==> src/hw/rtl/blm_pkg.sv <==
`default_nettype none
// ----------------------------------------------------------------------------
// Battery low-charge monitor package
// Shared types, register indexes, codes and reset values for the monitor.
// ----------------------------------------------------------------------------
package blm_pkg;

   // run counter width default
   localparam int RUN_WIDTH_DEF = 8;

   // configuration register indexes
   localparam int CSR_INDEX_W = 3;
   localparam logic [CSR_INDEX_W-1:0] CSR_LOW_MIN_MV    = 3'd0;
   localparam logic [CSR_INDEX_W-1:0] CSR_LOW_MAX_MV    = 3'd1;
   localparam logic [CSR_INDEX_W-1:0] CSR_LOW_CHARGE    = 3'd2;
   localparam logic [CSR_INDEX_W-1:0] CSR_RECOVER_MV    = 3'd3;
   localparam logic [CSR_INDEX_W-1:0] CSR_HYST_COUNT    = 3'd4;
   localparam logic [CSR_INDEX_W-1:0] CSR_CHG_DEBOUNCE  = 3'd5;
   localparam logic [CSR_INDEX_W-1:0] CSR_LP_ENABLE     = 3'd6;

   localparam int CSR_DATA_W = 15;

   // register reset values
   localparam logic [14:0] LOW_MIN_MV_RST   = 15'd10000;
   localparam logic [14:0] LOW_MAX_MV_RST   = 15'd19500;
   localparam logic [7:0]  LOW_CHARGE_RST   = 8'd15;
   localparam logic [14:0] RECOVER_MV_RST   = 15'd19900;
   localparam logic [7:0]  HYST_COUNT_RST   = 8'd30;
   localparam logic [7:0]  CHG_DEBOUNCE_RST = 8'd10;
   localparam logic        LP_ENABLE_RST    = 1'b1;

   // low-power request modes
   localparam logic [7:0] FLAG_STANDBY = 8'h01;
   localparam logic [7:0] FLAG_SUSPEND = 8'h02;
   localparam logic [7:0] FLAG_SYNC    = 8'h03;

   // control byte bits
   localparam logic [7:0] CTL_SUPPLY_ON = 8'h01;
   localparam logic [7:0] CTL_SUPPLY_KEEP = 8'hFE;
   localparam logic [7:0] CTL_SYNC      = 8'h04;
   localparam logic [7:0] CTL_STANDBY   = 8'h08;

   // status bit forced when battery is low
   localparam logic [7:0] STATUS_LOW = 8'h02;

   typedef struct packed {
      logic [14:0] low_window_min_mv;
      logic [14:0] low_window_max_mv;
      logic [7:0]  low_charge_percent;
      logic [14:0] recover_mv;
      logic [7:0]  hysteresis_count;
      logic [7:0]  charge_debounce;
      logic        low_power_enable;
   } cfg_type;

   typedef struct packed {
      logic signed [15:0] voltage_mv;
      logic [7:0]         charge_percent;
      logic [7:0]         monitor_status;
      logic               comm_error;
      logic               request_valid;
      logic [7:0]         request_flag;
   } req_type;

   typedef struct packed {
      logic [7:0] status_out;
      logic       battery_low;
      logic       charging;
      logic       board_fault;
      logic       send_valid;
      logic [7:0] send_control;
      logic [7:0] ack_flag;
      logic       suspend_pulse;
      logic       sync_pulse;
   } rsp_type;

endpackage
`default_nettype wire

==> src/hw/rtl/blm_csr.sv <==
`default_nettype none
// ----------------------------------------------------------------------------
// Battery low-charge monitor configuration registers
// Write-only register bank, loaded with the default thresholds on reset.
// ----------------------------------------------------------------------------
module blm_csr
   import blm_pkg::*;
(
   input  wire logic                   clock,
   input  wire logic                   reset,
   input  wire logic                   csr_we,
   input  wire logic [CSR_INDEX_W-1:0] csr_index,
   input  wire logic [CSR_DATA_W-1:0]  csr_wdata,
   output cfg_type                     cfg
);

   cfg_type cfg_ff;

   always_ff @(posedge clock) begin
      if (reset) begin
         cfg_ff.low_window_min_mv  <= LOW_MIN_MV_RST;
         cfg_ff.low_window_max_mv  <= LOW_MAX_MV_RST;
         cfg_ff.low_charge_percent <= LOW_CHARGE_RST;
         cfg_ff.recover_mv         <= RECOVER_MV_RST;
         cfg_ff.hysteresis_count   <= HYST_COUNT_RST;
         cfg_ff.charge_debounce    <= CHG_DEBOUNCE_RST;
         cfg_ff.low_power_enable   <= LP_ENABLE_RST;
      end else if (csr_we) begin
         case (csr_index)
            CSR_LOW_MIN_MV:   cfg_ff.low_window_min_mv  <= csr_wdata[14:0];
            CSR_LOW_MAX_MV:   cfg_ff.low_window_max_mv  <= csr_wdata[14:0];
            CSR_LOW_CHARGE:   cfg_ff.low_charge_percent <= csr_wdata[7:0];
            CSR_RECOVER_MV:   cfg_ff.recover_mv         <= csr_wdata[14:0];
            CSR_HYST_COUNT:   cfg_ff.hysteresis_count   <= csr_wdata[7:0];
            CSR_CHG_DEBOUNCE: cfg_ff.charge_debounce    <= csr_wdata[7:0];
            CSR_LP_ENABLE:    cfg_ff.low_power_enable   <= csr_wdata[0];
            default: ;
         endcase
      end
   end

   assign cfg = cfg_ff;

endmodule
`default_nettype wire

==> src/hw/rtl/blm_core.sv <==
`default_nettype none
// ----------------------------------------------------------------------------
// Battery low-charge monitor core
// Debounce and hysteresis state, control byte and pending request, updated
// once per request; result computed combinationally from the registered request.
// ----------------------------------------------------------------------------
module blm_core
   import blm_pkg::*;
#(
   parameter int RunWidth = RUN_WIDTH_DEF
) (
   input  wire logic    clock,
   input  wire logic    reset,
   input  wire cfg_type cfg,
   input  wire req_type req,
   input  wire logic    advance,
   output rsp_type      rsp
);

   localparam int CmpW = (RunWidth > 8) ? RunWidth : 8;
   localparam logic [RunWidth-1:0] RunMax = {RunWidth{1'b1}};

   logic [RunWidth-1:0] chg_run_ff, chg_run_in;
   logic [RunWidth-1:0] low_run_ff, low_run_in;
   logic [RunWidth-1:0] rec_run_ff, rec_run_in;
   logic                chg_state_ff, chg_state_in;
   logic                low_state_ff, low_state_in;
   logic [7:0]          ctl_ff, ctl_in;
   logic                pend_ff, pend_in;
   logic [7:0]          pend_flag_ff, pend_flag_in;

   logic                low_mid;
   logic                in_window;
   logic                above_recover;
   logic [7:0]          ctl_sent;

   assign in_window =
      ($signed(req.voltage_mv) >= $signed({1'b0, cfg.low_window_min_mv})) &&
      ($signed(req.voltage_mv) <= $signed({1'b0, cfg.low_window_max_mv})) &&
      (req.charge_percent <= cfg.low_charge_percent);
   assign above_recover = $signed(req.voltage_mv) > $signed({1'b0, cfg.recover_mv});

   always_comb begin
      chg_run_in   = chg_run_ff;
      low_run_in   = low_run_ff;
      rec_run_in   = rec_run_ff;
      chg_state_in = chg_state_ff;
      low_mid      = low_state_ff;
      low_state_in = low_state_ff;
      ctl_in       = ctl_ff;
      pend_in      = pend_ff;
      pend_flag_in = pend_flag_ff;

      // charging debounce; a charging report also drops the low state
      if (req.monitor_status[0]) begin
         low_mid    = 1'b0;
         chg_run_in = (chg_run_ff == RunMax) ? chg_run_ff : chg_run_ff + 1'b1;
         if (CmpW'(chg_run_in) >= CmpW'(cfg.charge_debounce)) begin
            chg_state_in = 1'b1;
         end
      end else begin
         chg_run_in   = '0;
         chg_state_in = 1'b0;
      end

      // low battery hysteresis; compare uses the count before incrementing
      low_state_in = low_mid;
      if (!low_mid) begin
         if (in_window) begin
            if (CmpW'(low_run_ff) > CmpW'(cfg.hysteresis_count)) begin
               low_state_in = 1'b1;
            end
            low_run_in = (low_run_ff == RunMax) ? low_run_ff : low_run_ff + 1'b1;
         end else begin
            low_run_in = '0;
         end
      end else begin
         if (above_recover) begin
            if (CmpW'(rec_run_ff) > CmpW'(cfg.hysteresis_count)) begin
               low_state_in = 1'b0;
            end
            rec_run_in = (rec_run_ff == RunMax) ? rec_run_ff : rec_run_ff + 1'b1;
         end else begin
            rec_run_in = '0;
         end
      end

      ctl_sent = chg_state_in ? (ctl_ff & CTL_SUPPLY_KEEP) : (ctl_ff | CTL_SUPPLY_ON);
      ctl_in   = ctl_sent;

      rsp.status_out    = low_state_in ? (req.monitor_status | STATUS_LOW) : req.monitor_status;
      rsp.battery_low   = low_state_in;
      rsp.charging      = chg_state_in;
      rsp.board_fault   = req.comm_error;
      rsp.send_valid    = pend_ff;
      rsp.send_control  = pend_ff ? ctl_sent : 8'h00;
      rsp.ack_flag      = pend_ff ? pend_flag_ff : 8'h00;
      rsp.suspend_pulse = 1'b0;
      rsp.sync_pulse    = 1'b0;

      // the stored flag keeps acting even after the request is acknowledged
      if (cfg.low_power_enable) begin
         case (pend_flag_ff)
            FLAG_STANDBY: ctl_in = ctl_sent | CTL_STANDBY;
            FLAG_SUSPEND: begin
               ctl_in            = ctl_sent & CTL_SUPPLY_KEEP;
               rsp.suspend_pulse = pend_ff;
            end
            FLAG_SYNC: begin
               ctl_in         = ctl_sent | CTL_SYNC;
               rsp.sync_pulse = pend_ff;
            end
            default: ctl_in = ctl_sent;
         endcase
         pend_in = 1'b0;
      end

      if (req.request_valid) begin
         pend_flag_in = req.request_flag;
         pend_in      = 1'b1;
      end
   end

   always_ff @(posedge clock) begin
      if (reset) begin
         chg_run_ff   <= '0;
         low_run_ff   <= '0;
         rec_run_ff   <= '0;
         chg_state_ff <= 1'b0;
         low_state_ff <= 1'b0;
         ctl_ff       <= '0;
         pend_ff      <= 1'b0;
         pend_flag_ff <= '0;
      end else if (advance) begin
         chg_run_ff   <= chg_run_in;
         low_run_ff   <= low_run_in;
         rec_run_ff   <= rec_run_in;
         chg_state_ff <= chg_state_in;
         low_state_ff <= low_state_in;
         ctl_ff       <= ctl_in;
         pend_ff      <= pend_in;
         pend_flag_ff <= pend_flag_in;
      end
   end

endmodule
`default_nettype wire

==> src/hw/rtl/battery_low_charge_monitor.sv <==
`default_nettype none
// Requests: an accepted request is held in the input register and moves to the
//   result register when that is empty or being taken; rsp_stall holds a
//   result in the result register, and req_stall then holds requests back.
// Throughput: one request per cycle while rsp_stall is low; the monitor state
//   updates as the request moves on to the result register.
// Reset: synchronous; clears valids and monitor state, loads default thresholds.
// ----------------------------------------------------------------------------
// Battery low-charge monitor
// Charging debounce, low-battery hysteresis and low-power request handling.
// ----------------------------------------------------------------------------
module battery_low_charge_monitor
   import blm_pkg::*;
#(
   parameter int RUN_WIDTH = RUN_WIDTH_DEF
) (
   input  wire logic                   clock,
   input  wire logic                   reset,

   input  wire logic                   req_valid,
   output logic                        req_stall,
   input  wire logic signed [15:0]     req_voltage_mv,
   input  wire logic [7:0]             req_charge_percent,
   input  wire logic [7:0]             req_monitor_status,
   input  wire logic                   req_comm_error,
   input  wire logic                   req_request_valid,
   input  wire logic [7:0]             req_request_flag,

   output logic                        rsp_valid,
   input  wire logic                   rsp_stall,
   output logic [7:0]                  rsp_status_out,
   output logic                        rsp_battery_low,
   output logic                        rsp_charging,
   output logic                        rsp_board_fault,
   output logic                        rsp_send_valid,
   output logic [7:0]                  rsp_send_control,
   output logic [7:0]                  rsp_ack_flag,
   output logic                        rsp_suspend_pulse,
   output logic                        rsp_sync_pulse,

   input  wire logic                   csr_we,
   input  wire logic [CSR_INDEX_W-1:0] csr_index,
   input  wire logic [CSR_DATA_W-1:0]  csr_wdata
);

   cfg_type cfg;
   req_type req_ff;
   rsp_type rsp_next;
   rsp_type rsp_ff;

   logic s1_valid_ff, s1_valid_in;
   logic rsp_valid_ff, rsp_valid_in;
   logic req_accept;
   logic rsp_load;

   blm_csr u_csr (
      .clock     (clock),
      .reset     (reset),
      .csr_we    (csr_we),
      .csr_index (csr_index),
      .csr_wdata (csr_wdata),
      .cfg       (cfg)
   );

   blm_core #(
      .RunWidth (RUN_WIDTH)
   ) u_core (
      .clock   (clock),
      .reset   (reset),
      .cfg     (cfg),
      .req     (req_ff),
      .advance (rsp_load),
      .rsp     (rsp_next)
   );

   // result register frees up when empty or being taken
   assign rsp_load     = s1_valid_ff && (!rsp_valid_ff || !rsp_stall);
   assign req_stall    = s1_valid_ff && !(!rsp_valid_ff || !rsp_stall);
   assign req_accept   = req_valid && !req_stall;
   assign s1_valid_in  = req_accept || (s1_valid_ff && !rsp_load);
   assign rsp_valid_in = rsp_load || (rsp_valid_ff && rsp_stall);

   always_ff @(posedge clock) begin
      if (reset) begin
         s1_valid_ff  <= 1'b0;
         rsp_valid_ff <= 1'b0;
      end else begin
         s1_valid_ff  <= s1_valid_in;
         rsp_valid_ff <= rsp_valid_in;
      end
   end

   always_ff @(posedge clock) begin
      if (req_accept) begin
         req_ff.voltage_mv     <= req_voltage_mv;
         req_ff.charge_percent <= req_charge_percent;
         req_ff.monitor_status <= req_monitor_status;
         req_ff.comm_error     <= req_comm_error;
         req_ff.request_valid  <= req_request_valid;
         req_ff.request_flag   <= req_request_flag;
      end
      if (rsp_load) begin
         rsp_ff <= rsp_next;
      end
   end

   assign rsp_valid         = rsp_valid_ff;
   assign rsp_status_out    = rsp_ff.status_out;
   assign rsp_battery_low   = rsp_ff.battery_low;
   assign rsp_charging      = rsp_ff.charging;
   assign rsp_board_fault   = rsp_ff.board_fault;
   assign rsp_send_valid    = rsp_ff.send_valid;
   assign rsp_send_control  = rsp_ff.send_control;
   assign rsp_ack_flag      = rsp_ff.ack_flag;
   assign rsp_suspend_pulse = rsp_ff.suspend_pulse;
   assign rsp_sync_pulse    = rsp_ff.sync_pulse;

endmodule
`default_nettype wire

==> config.mk <==
export PLATFORM = sky130hd
export DESIGN_NAME = battery_low_charge_monitor
export DESIGN_NICKNAME = d
export VERILOG_FILES = /design/src/hw/rtl/blm_pkg.sv /design/src/hw/rtl/blm_csr.sv /design/src/hw/rtl/blm_core.sv /design/src/hw/rtl/battery_low_charge_monitor.sv
export SDC_FILE = /design/constraint.sdc
export NUM_CORES = 1
export LEC_CHECK = 0
export BUFFER_PORTS_ARGS = -buffer_cell sky130_fd_sc_hd__buf_2
export CORE_UTILIZATION = 49
export CTS_CLUSTER_DIAMETER = 80
export DETAILED_ROUTE_END_ITERATION = 8
export GPL_TIMING_DRIVEN = 0
export HOLD_SLACK_MARGIN = 0.02
export MAX_ROUTING_LAYER = met4
export PLACE_DENSITY = 0.69
export SYNTH_ARGS = -nofsm -noshare
export SYNTH_HDL_FRONTEND = slang
export SYNTH_SLANG_ARGS = --single-unit
==> constraint.sdc <==
create_clock -name clock -period 7.18 [get_ports clock]
set_input_delay 1.436 -clock clock [delete_from_list [all_inputs] [get_ports clock]]
set_output_delay 1.436 -clock clock [all_outputs]
set_load 0.01 [all_outputs]
==> reports/results.txt, run 1 <==
status -> finished, final reports clean
Max-Cap Viols -> 0
synth unique cells -> 56
Top FF cell, synth -> dfxtp_1
endpoints failing setup -> 0
cell area after synthesis -> 8320 um2
RSZ-0062 raised after global routing -> false
Nets -> 1125
Fillers -> 1451
Slew Viols, Final -> 0
global route overflow -> 0
crit path cell chain -> buf_2, and3_1, buf_2
worst endpoint required time -> 5.74 ns
Peak VDD IR -> 0.184 mV
die area -> 17500 um2
postcts setup bufs -> 0
placed cells -> 1181
synthesis-to-finish area growth -> 16.1%
vias in the first global route -> 6037
synth warn -> 0
endpoint class of the critical path -> output port
post-cts resize count -> 0
cell mode on critical path -> buf_2
Worst Clk Skew -> 0.0124 ns
total iterations of the first detailed-routing run -> 5
starting density of the core -> 50.2%
Worst-Margin Slew -> 0.744 ns
Crit-path slowest cell -> and3_1
Hold WC Path Type -> register to register
H-tree levels -> 4
top-level port count -> 97
Critical Path Max Stage Delay -> 0.23 ns
delay-heaviest family, CP -> buffers and inverters
multi-input logic area -> 3720 um2
startpoint types -> primary input
post-DR wirelength/cell -> 15.6 um
leak pwr -> 4.00 nW
global placement routability congestion -> 0.880
final hold violations -> 0
Post-CTS Hold Buffers -> 0
vias per cell -> 5.33
fmax -> 0.298 GHz
Mean Syn Cell Area -> 9.61 um2
row cnt -> 47
CTS root buf -> clkbuf_16
worst path arrival time -> 1.92 ns
CP Class -> primary input to output port
Port Buf Inserts -> 90
asr flop ratio synth -> 0%
setup TNS -> 0 ns
fin crit period -> 3.36 ns
post-route ant nets -> 0
clk_lat worst skew -> 0.44 ns
layout cell share with drive strength beyond 1 -> 14.5%
first-pass GRT wire length -> 30.9 mm
core area -> 16600 um2
clk buf depth -> 2
Num CTS Buffers -> 17
most common cell after layout, fill and taps aside -> nand2_1
Tot GR Track Use -> 23.4%
Relative slew margins -> 49.7%
pwr/cell area -> 222 nW/um2
clock-pin slew on the worst setup and hold paths -> 0.07 ns
Yosys reg bits -> 176
post-route insts no fill -> 1214
TritonCTS clock tree -> yes
Seq/Total Area, Yosys -> 50.4%
period utilisation layout -> 46.7%
# clock sinks -> 176
WL final -> 18.9 mm
largest net degree at the start of global routing -> 35
detailed placement HPWL -> 13.8 mm
worst-path maximum fanout -> 3
initial antenna violation count -> 1
commonest non-fill, non-tap cells in the layout -> nand2_1 (144), dfxtp_1 (109), buf_2 (92), ha_1 (80), a21oi_1 (78)
total number of vias -> 6465
Synth Instances -> 866
die height -> 132 um
Post-synth EDFFs -> 67
Die W -> 132 um
register area -> 4190 um2
drt drc -> 0
DR iter-0 viols -> 434
Buf/Inv on CP -> 2
-- worst reg2reg max path, delay by kind of cell, from the launching register on --
family	cells	cell delay [ns]
AND/OR/NAND/NOR	4	0.76
AO/OA/AOI/OAI	5	0.90
adder cells (fa/ha/maj)	2	0.45
XOR/XNOR	1	0.30
flip-flops	1	0.42
-- flip-flops by register name, summed over array words and instances (netlist names), 2 cells and up --
| name | cells |
|---|---|
| u_core.low_run_ff | 8 |
| rsp_status_out | 8 |
| u_csr.cfg | 70 |
| u_core.pend_flag_ff | 8 |
| u_core.ctl_ff | 2 |
| rsp_send_control | 3 |
| req_ff | 42 |
| u_core.rec_run_ff | 8 |
| rsp_ack_flag | 8 |
| u_core.chg_run_ff | 8 |
-- cell families (layout without fill, tap and decap cells) --
logic type               after synthesis  after routing  share of synthesized area (%)
XOR/XNOR                              10             10                           1.05
AO/OA/AOI/OAI                        175            175                           13.1
buffers and inverters                108            231                           5.20
flip-flops                           176            176                           50.4
AND/OR/NAND/NOR                      310            310                           17.4
other                                  1              6                         0.0451
adder cells (fa/ha/maj)               80             80                           12.0
multiplexers                           6              6                          0.737
-- where the power goes --
part           internal [mW]  total (mW)  switching (mW)
Clock                  0.459       0.887           0.427
Sequential              1.07        1.09          0.0157
Combinational         0.0645       0.170           0.106
Total                   1.59        2.14           0.549
-- synth_stat cells (all sizes together), types with 11 or more instances --
cell type / count / area share [%]
ha: 80 / 12
nand2: 144 / 6.5
inv: 75 / 3.4
nor2b: 13 / 0.98
buf: 11 / 0.83
and2: 11 / 0.83
nand3: 40 / 2.4
a21oi: 79 / 4.8
o21ai: 20 / 1.2
clkbuf: 22 / 0.99
edfxtp: 67 / 24
dfxtp: 109 / 26
nor2: 44 / 2.0
nand4: 18 / 1.4
o211ai: 33 / 3.0
-- stage by stage --
stage                     power (mW)  setup WS, ns  hold slack [ns]  utilization, %  area [um2]
after floorplan                 1.21          3.21            0.400               -        8340
after global placement          1.27          1.86            0.401            54.6        9060
after detailed placement        1.28          3.82            0.408            54.8        9090
after CTS                       2.16          3.82            0.426            58.3        9660
after global routing            2.23          3.79            0.429            58.3        9660
final                           2.14          3.82            0.424            58.3        9660
-- metal layers --
layer | vias to the layer above | global-route usage [%] | wire length [um]
met5 | - | - | 0
met4 | 0 | 8.24 | 376
met3 | 32 | 4.50 | 861
met2 | 159 | 36.8 | 8900
met1 | 2997 | 30.2 | 8780
li1 | 3277 | - | -
-- layout make-up --
class,instances,area share (%)
clock inverter,15,1.50
timing repair buffer,91,4.87
antenna,1,0.0259
buffer,33,1.58
multi-input combinational,586,38.5
inverter,75,2.91
sequential,176,43.4
tap,220,2.85
clock buffer,17,4.40
-- path summary, 6_finish.rpt --
path | slack (ns) | cells after the start | startpoint | endpoint
min | 0.42 | 0 | req_ff[14] | rsp_status_out[4]
min reg2reg | 0.42 | 0 | req_ff[14] | rsp_status_out[4]
max | 3.82 | 3 | rsp_stall | req_stall
max reg2reg | 4.10 | 12 | u_core.chg_run_ff[0] | rsp_charging
Power figures use the tool's default switching activity.
==> run 2, diff against run 1 <==
Settings changed: ABC_AREA from default to 1.
Clock period 7.18 ns to 3.2 ns, I/O delays scaled along.
==> run 2 against run 1 <==
Against the previous run: clock power increased by 130%; highest routed layer unchanged; sequential power grew 130%; die area rose by 2.8%; global-route usage barely moved; largest power group unchanged; worst hold slack got worse by 0.063 ns; total power grew 130%; synthesized area increased by 2.9%; via count grew 3.3%; final area is 2.6% higher.
==> reports/results.txt, run 2 <==
synth top area cells -> dfxtp_1 (25%), edfxtp_1 (24%), ha_1 (12%), nand2_1 (6.5%), inv_1 (6.2%)
setup TNS -> 0 ns (unchanged)
leak pwr -> 4.51 nW (+13%)
Crit-path slowest cell -> dfxtp_1
Relative slew margins -> 45.4% (-4.3 points)
ranking of synthesized cells by instance count -> nand2_1 (149), inv_1 (141), dfxtp_1 (109)
initial antenna violation count -> 0 (-1)
global placement routability congestion -> 0.892 (+1.3%)
Worst R2R Path Depth -> 13 (+1)
diodes inserted -> 0 (-1)
Worst-Margin Slew -> 0.819 ns (+0.0742 ns)
fin crit period -> 2.75 ns
clock-pin slew on the worst setup and hold paths -> 0.08 ns (about the same)
Num CTS Buffers -> 17 (unchanged)
max reg flops -> 70 (unchanged)
final hold violations -> 0 (unchanged)
Synth Instances -> 951 (+9.8%)
Max-Cap Viols -> 0 (unchanged)
top-level port count -> 97 (unchanged)
post-DR wirelength/cell -> 15.0 um (-3.6%)
Seq pwr share -> 49.3% (-1.4 points)
Hold Path Cell Cnt -> 1 (+1)
synth unique cells -> 47 (-16%)
Int Pwr -> 3.64 mW (+130%)
crit path cell chain -> ha_1, nand2_1, nor3_1, nand3_2, mux2_2, ha_1, a21oi_1, o21ai_0, nand2_1, nand4_1, nand2_1, inv_1, nor2_1
post-route ant nets -> 0 (unchanged)
CTS root buf -> clkbuf_16
top cell type by total area after synthesis -> dfxtp_1
post-cts resize count -> 0 (unchanged)
Yosys reg bits -> 176 (unchanged)
Yosys top cell area share -> 25.5% (-0.73 points)
Worst Clk Skew -> 0.0168 ns (+0.00446 ns)
largest net degree at the start of global routing -> 41 (+17%)
Clock power frac -> 41.1% (-0.3 points)
fmax -> 0.364 GHz
detailed placement HPWL -> 14.2 mm (+2.6%)
layout cell share with drive strength beyond 1 -> 15.0% (+0.51 points)
Nets -> 1211 (+7.6%)
pwr/cell area -> 505 nW/um2 (+130%)
vias per cell -> 5.14 (-3.5%)
drt drc -> 0 (unchanged)
endpoints failing setup -> 0 (unchanged)
die height -> 134 um (+1.4%)
total number of vias -> 6678 (+3.3%)
asr flop ratio synth -> 0% (unchanged)
DR iter-0 viols -> 420 (-3.2%)
TritonCTS clock tree -> yes
die area -> 18000 um2 (+2.8%)
synth warn -> 0 (unchanged)
Min-Delay Endpoint -> req_ff[38]
Peak VDD IR -> 0.406 mV (+120%)
reg2reg setup slack -> 0.45 ns (-3.65 ns)
Slew Viols, Final -> 0 (unchanged)
Seq/Total Area, Yosys -> 49.0% (-1.4 points)
synthesis-to-finish area growth -> 15.8%
Logic pwr share -> 9.6% (+1.7 points)
most instantiated library cell after synthesis -> nand2_1
Port Buf Inserts -> 91 (+1.1%)
core area -> 16800 um2 (+1.4%)
most common cell after layout, fill and taps aside -> nand2_1
final core occ -> 59.0% (+0.68 points)
total iterations of the first detailed-routing run -> 4 (-1)
first-pass GRT wire length -> 31.3 mm (+1.3%)
clk_lat worst skew -> 0.45 ns (about the same)
Hold WC Path Type -> primary input to register
startpoint types -> register
status -> finished, final reports clean
clk buf depth -> 2 (unchanged)
worst endpoint required time -> 3.40 ns (-2.34 ns)
endpoint class of the critical path -> register
cell mode on critical path -> nand2_1
net switching power -> 1.37 mW (+150%)
period utilisation layout -> 85.9%
vias in the first global route -> 6211 (+2.9%)
starting density of the core -> 50.9% (+0.72 points)
Crit Reg-Reg Startpoint -> u_core.chg_run_ff[0]
CP Class -> register to register
RSZ-0062 raised after global routing -> false
Tot GR Track Use -> 23.4% (-0.024 points)
postcts setup bufs -> 0 (unchanged)
# clock sinks -> 176 (unchanged)
hold_sp -> req_voltage_mv[12]
Critical Path Max Stage Delay -> 0.38 ns (+0.15 ns)
Mean Syn Cell Area -> 9.00 um2 (-6.3%)
global route overflow -> 0 (unchanged)
H-tree levels -> 4 (unchanged)
cell area after synthesis -> 8560 um2 (+2.9%)
commonest non-fill, non-tap cells in the layout -> nand2_1 (149), inv_1 (140), dfxtp_1 (109), a21oi_1 (100), buf_2 (95)
Post-synth EDFFs -> 67 (unchanged)
Top FF cell, synth -> dfxtp_1
row cnt -> 47 (unchanged)
Die W -> 134 um (+1.4%)
worst-path maximum fanout -> 8 (+5)
Post-CTS Hold Buffers -> 0 (unchanged)
WL final -> 19.5 mm (+3.1%)
Sw Ratio -> 27.3% (+1.7 points)
Worst Hold Slack -> 0.361 ns (-0.0626 ns)
RR Endpoint -> rsp_send_control[0]
worst path arrival time -> 2.95 ns (+1.03 ns)
[run 2: power by group through the flow]
stage          Clock, mW  Sequential [mW]  Combinational, mW
2_1_floorplan          0             2.51              0.300
3_3_place_gp           0             2.52              0.460
3_5_place_dp           0             2.52              0.476
4_1_cts             2.09             2.47              0.480
5_1_grt             2.18             2.48              0.547
6_report            2.06             2.47              0.479
[run 2: worst max path at each step]
stage	start	to	cells past startpoint
2_1_floorplan	rsp_stall	u_core.pend_flag_ff[1]	8
3_3_place_gp	rsp_stall	u_core.pend_flag_ff[1]	9
3_5_place_dp	u_core.chg_run_ff[1]	rsp_send_control[0]	13
4_1_cts	u_core.chg_run_ff[0]	rsp_send_control[0]	13
5_1_grt	u_core.chg_run_ff[0]	rsp_send_control[0]	13
6_report	u_core.chg_run_ff[0]	rsp_send_control[0]	13
[run 2: logic make-up (layout without fill, tap and decap cells)]
| logic type | after synthesis | count (layout) | synth area share, % |
|---|---|---|---|
| other | 1 | 5 | 0.0438 |
| multiplexers | 1 | 1 | 0.132 |
| buffers and inverters | 174 | 298 | 8.02 |
| flip-flops | 176 | 176 | 49.0 |
| adder cells (fa/ha/maj) | 80 | 80 | 11.7 |
| AND/OR/NAND/NOR | 305 | 305 | 16.6 |
| XOR/XNOR | 16 | 16 | 1.64 |
| AO/OA/AOI/OAI | 198 | 198 | 12.8 |
[run 2: final cells by class]
class | count | area (um2)
tap | 220 | 275
timing repair buffer | 92 | 475
sequential | 176 | 4190
multi-input combinational | 605 | 3690
clock inverter | 15 | 163
inverter | 144 | 543
buffer | 30 | 145
clock buffer | 17 | 425
fill | 1476 | 6900
[run 2: through the flow]
| step | power [mW] | worst slack (ns) | instances | instance area [um2] |
|---|---|---|---|---|
| floorplan | 2.82 | 0.749 | 955 | 8580 |
| global placement | 2.98 | 0.0845 | 1266 | 9310 |
| detailed placement | 3.00 | 0.489 | 1267 | 9330 |
| CTS | 5.04 | 0.459 | 1299 | 9920 |
| global route | 5.20 | 0.266 | 1299 | 9920 |
| finish | 5.01 | 0.453 | 1299 | 9920 |
[run 2: critical path: cells and delay by family (launching register included)]
kind	cells	cell delay, ns
DFF	1	0.38
buffers and inverters	1	0.09
muxes	1	0.35
AOI/OAI and AO/OA	2	0.21
and+or+nand+nor	7	0.98
adders and majority gates	2	0.51
[run 2: layer usage]
layer	wire, um	GRT usage (%)
met5	0	-
met4	327	6.80
met3	908	5.18
met2	9210	37.2
met1	9050	30.0
